===== src/hdl/bba_ram.sv =====
// Generic single-write, single-read RAM with registered read data.
module bba_ram #(
   parameter int WIDTH = 64,
   parameter int DEPTH = 64
) (
   input  logic                                   clock,
   input  logic                                   wr_en,
   input  logic [(DEPTH > 1 ? $clog2(DEPTH) : 1)-1:0] wr_addr,
   input  logic [WIDTH-1:0]                       wr_data,
   input  logic                                   rd_en,
   input  logic [(DEPTH > 1 ? $clog2(DEPTH) : 1)-1:0] rd_addr,
   output logic [WIDTH-1:0]                       rd_data
);

   logic [WIDTH-1:0] mem [DEPTH];

   always_ff @(posedge clock) begin
      if (wr_en) begin
         mem[wr_addr] <= wr_data;
      end
      if (rd_en) begin
         rd_data <= mem[rd_addr];
      end
   end

endmodule


===== config.mk =====
export PLATFORM = sky130hd
export DESIGN_NAME = bba_ram
export DESIGN_NICKNAME = d
export VERILOG_FILES = /design/src/hdl/bba_ram.sv
export SDC_FILE = /design/constraint.sdc
export NUM_CORES = 2
export LEC_CHECK = 0
export BUFFER_PORTS_ARGS = -buffer_cell sky130_fd_sc_hd__buf_4
export CAP_MARGIN = 20
export CORE_MARGIN = 2
export CORE_UTILIZATION = 45
export CTS_BUF_LIST = sky130_fd_sc_hd__clkbuf_8
export DETAILED_ROUTE_END_ITERATION = 8
export PLACE_DENSITY = 0.62
export SKIP_CTS_REPAIR_TIMING = 1
export SLEW_MARGIN = 20
export SYNTH_ARGS = -nofsm -noshare
export SYNTH_HDL_FRONTEND = slang
export SYNTH_SLANG_ARGS = --single-unit

===== constraint.sdc =====
create_clock -name clock -period 11.8 [get_ports clock]
set_input_delay 0.59 -clock clock [delete_from_list [all_inputs] [get_ports clock]]
set_output_delay 0.59 -clock clock [all_outputs]
set_load 0.01 [all_outputs]

---- Word-level counts from Yosys, hierarchy flattened ----
Memories as Yosys holds them, arrays and structs flattened. A register that Yosys moved wholly into a read port is not among the register bits.
Index checks and enable logic that the tools add are counted.
storage, ports and cells
  bits in registers ....................... 0
  memory bits (writable) .................. 4,096
  bits of input ports ..................... 79
  output and inout port bits .............. 64
  word-level logic and storage cells ...... 3
  memories ................................ 1
cells by class
  mux-type cells .......................... 2
memory list
  memory  words  width  rd ports  clocked after Yosys merged registers in  write ports  RTL line  text
  mem     64     64     1         1                                        1            15        logic [WIDTH-1:0] mem [DEPTH];
operators by type and width
  operator           number
  two-way mux 1 bit  2

---- Depth between registers and ports, before layout ----
  depth in word-level cells ............... 2
  gate-level depth with buffers ........... 9
  depth with buffers taken out ............ 5

---- Least setup slack after synthesis ----
OpenSTA, ideal clock, no wires.
  path kind ............................... input -> register
  start ................................... input wr_addr[3] (netlist bit)
  end ..................................... memory mem[48][0], enable pin
  library setup time ...................... 0.564 ns
  arrival ................................. 5.462 ns
  data required time ...................... 11.236 ns
  path slack .............................. 5.774 ns
  cell stages on the path ................. 4
  buffers on the path ..................... 1
  path through ............................ clkbuf_1 nor2b_1 nand4b_1 nor3_1
RTL lines
  what                RTL line  text
  start: declaration  8         input logic [(DEPTH > 1 ? $clog2(DEPTH) : 1)-1:0] wr_addr,
  end: declaration    15
No word-level cell before the write port.

==> impl_metrics.json <==
{
  "instances_no_fill": 12400,
  "setup_repair_after_global_routing_missed_its_margin": "false",
  "cp_slowest_stage_delay_ns": 0.93,
  "total_nets_final": 7370,
  "clock_latency_ns": 1.21,
  "cts_tree": "built",
  "io_pins": 143,
  "maxSlewViolCount": 0,
  "postLayoutSetupSlackWorst_ns": 8.47,
  "final_core_util_pct": 50.9,
  "worstHoldPathType": "in -> reg",
  "cts_num_sinks": 4160,
  "power.share.clock_pct": 37.7,
  "finalSetupTns_ns": 0,
  "synth_cell_type_count": 32,
  "dpl_cell_area_sq_um": 165000,
  "finalWeightedCongestion": 0.778,
  "die_area_sq_um": 354000,
  "io_buf_count": 142,
  "timing.critical_path.cells": "buf_8 -> nor2b_4 -> buf_4 -> buf_4 -> a22oi_1 -> and3_1 -> a211oi_1",
  "report.power.total_mw": 28.7,
  "synth_async_sr_flop_share_pct": 0,
  "critical_path_required_ns": 12.67,
  "grt_antenna_before_repair": 34,
  "total_switching_power_mw": 6.49,
  "multi_input_comb_area_sq_um": 30800,
  "die_width_um": 595,
  "drc": 0,
  "grt_overflow_total": 0,
  "n_fill_cell": 27000,
  "gr-usage-all-layers_pct": 24.7,
  "worst_setup_hold_path_clk_slew_ns": 0.06,
  "worst_slew_pin_slew_ns": 1.23,
  "yosysWarningCount": 0,
  "synth-seq-area-share_pct": 79.6,
  "internal_power_mw": 22.2,
  "cts-buffers-inserted": 645,
  "final.setup_skew_ns": 0.0418,
  "synth_ff_type": "edfxtp_1",
  "syn2layout_area_growth_pct": 12.4,
  "number_of_levels_the_h_tree_was_split_into": 6,
  "endpoint_kind": "flop",
  "timing.max_cap.violations": 0,
  "finalHoldViolCount": 0,
  "critical_path.n_buffers_inverters": 3,
  "placement.setup.worst_slack_ns": 7.11,
  "mean_instance_size_in_the_synthesized_netlist_sq_um": 23.8,
  "floorplan.initialDensity_pct": 45.3,
  "finalSetupViolations": 0,
  "dr.first_iter.drc_count": 10300,
  "switching_share_pct": 22.6,
  "cts.path.max_buffers": 4,
  "core_area_sq_um": 347000,
  "share_comb_of_total_power_pct": 4.9,
  "final_cell_area_sq_um": 176000,
  "grt_start_max_net_pins": 116,
  "fin_worst_hold_slack_ns": 0.235,
  "numPlacedInstances": 11200,
  "dp.final_hpwl_um": 228000,
  "cell_with_the_most_instances_on_the_worst_path": "buf_4",
  "start_kind": "input port",
  "power.density_nw_per_um2": 163,
  "grt_pass1_wl_um": 611000,
  "final_layout_size_suffix_gt1_share_pct": 29.1,
  "syn_area_sq_um": 157000,
  "timing.critical_path.max_delay_family": "buffers and inverters",
  "die_h_um": 595,
  "static-leakage-power_nw": 55.4,
  "finalWorstPathRequiredPeriod_ns": 3.33,
  "run_status": "complete, no violations",
  "final_antenna_net_count": 0,
  "critical-path-slowest-cell": "buf_4",
  "worstSetupPathType": "in -> reg",
  "drt-total-wl_um": 442000,
  "seq_power_share_pct": 57.4,
  "syn_inst": 6598,
  "vdd_drop_max_mv": 0.123,
  "synth-edff-count": 4160,
  "layout.area.seq_sq_um": 125000,
  "yosys_register_bits": 4160,
  "crit_arrival_ns": 4.20,
  "via_count_of_the_first_global_routing_pass": 77800,
  "syn_nets": 6677,
  "vias": 77700,
  "max-slew-margin-rel_pct": 18.1,
  "placement_rows": 216,
  "drt-vias-per-instance": 6.29,
  "detailedRoute.firstPassIterationCount": 5,
  "finalCritPeriodShare_pct": 28.2,
  "wl_per_cell_um": 35.7,
  "fmax_mhz": 301,
  "cts_root_buf": "clkbuf_8",
  "worst-path-max-fanout": 61
}
kinds of logic after synthesis:
group | synth area share, %
DFF | 79.6
buffers and inverters | 1.18
muxes | 15.6
and+or+nand+nor | 1.23
AOI/OAI and AO/OA | 2.47
power by group through the flow:
stage	Clock [mW]	Combinational [mW]	Sequential (mW)
3_5_place_dp	0	1.39	16.8
5_1_grt	11.6	1.48	16.5
3_3_place_gp	0	1.36	16.8
4_1_cts	11.0	1.39	16.5
2_1_floorplan	0	0.762	16.7
6_report	10.8	1.40	16.5
layout by cell type (no fill, tap or decap), types with 59 or more instances in the layout:
cell type and count:
mux2i_1 135, clkbuf_8 654, mux4_2 1024, o22ai_1 83, a22oi_1 168, dlygate4sd3_1 65, edfxtp_1 4160, buf_4 324
clkinv_1 145, a22o_1 88, nor2_4 65, inv_1 222, clkinv_2 59, and3_1 64, a211oi_1 60
cells in the mapped netlist, drive strengths merged (2+ instances only):
| master | number | area, sq um |
|---|---|---|
| edfxtp | 4160 | 125000 |
| mux4 | 1024 | 23100 |
| buf | 230 | 1250 |
| a22oi | 168 | 1260 |
| clkbuf | 140 | 526 |
| mux2i | 135 | 1350 |
| nor2 | 112 | 420 |
| a22o | 88 | 771 |
| o22ai | 83 | 519 |
| and3 | 64 | 400 |
| a211oi | 63 | 473 |
| nand2 | 58 | 218 |
| nand3 | 45 | 225 |
| o221ai | 38 | 333 |
| or3 | 29 | 181 |
| nor2b | 28 | 175 |
| or2 | 28 | 175 |
| a41oi | 26 | 228 |
| a2bb2oi | 19 | 166 |
| inv | 19 | 71.3 |
| a31oi | 18 | 113 |
| nand2b | 11 | 68.8 |
| and2 | 3 | 18.8 |
| nand3b | 2 | 15.0 |
| nand4 | 2 | 12.5 |
| nor3 | 2 | 10.0 |
per-layer routing:
| layer | vias to the layer above | wire, um | global-route usage [%] |
|---|---|---|---|
| li1 | 30000 | - | - |
| met1 | 42500 | 170000 | 33.9 |
| met2 | 4421 | 216000 | 40.3 |
| met3 | 730 | 41600 | 4.58 |
| met4 | 4 | 14700 | 8.21 |
| met5 | - | 31 | 0 |
final timing paths:
path	startpoint	slack [ns]	cells past startpoint	end
min	rd_addr[5]	0.23	4	rd_data[12]
min reg2reg	mem[39][12]	0.91	4	rd_data[12]
max reg2reg	mem[13][18]	9.43	5	rd_data[18]
max	rd_addr[2]	8.47	7	rd_data[57]
final cells by class:
type                    count  share of cell area, %
inverters                  19                 0.0404
diodes                     19                 0.0269
repair buffers            416                   2.08
flip-flops and latches   4160                   70.8
clock inverters           461                   1.26
clock buffers             654                   5.10
well taps                4578                   3.25
multi-input cells        2049                   17.5
flip-flops by register name, summed over array words and instances (netlist names):
name and count:
rd_data 64, mem 4096
worst reg2reg max path, stage by stage (launching register included):
cell and delay, ns:
edfxtp_1 0.35, mux4_2 0.46, nor2b_1 0.15, a211oi_1 0.50, o22ai_1 0.33, and3_1 0.33
Power figures use the tool's default switching activity.
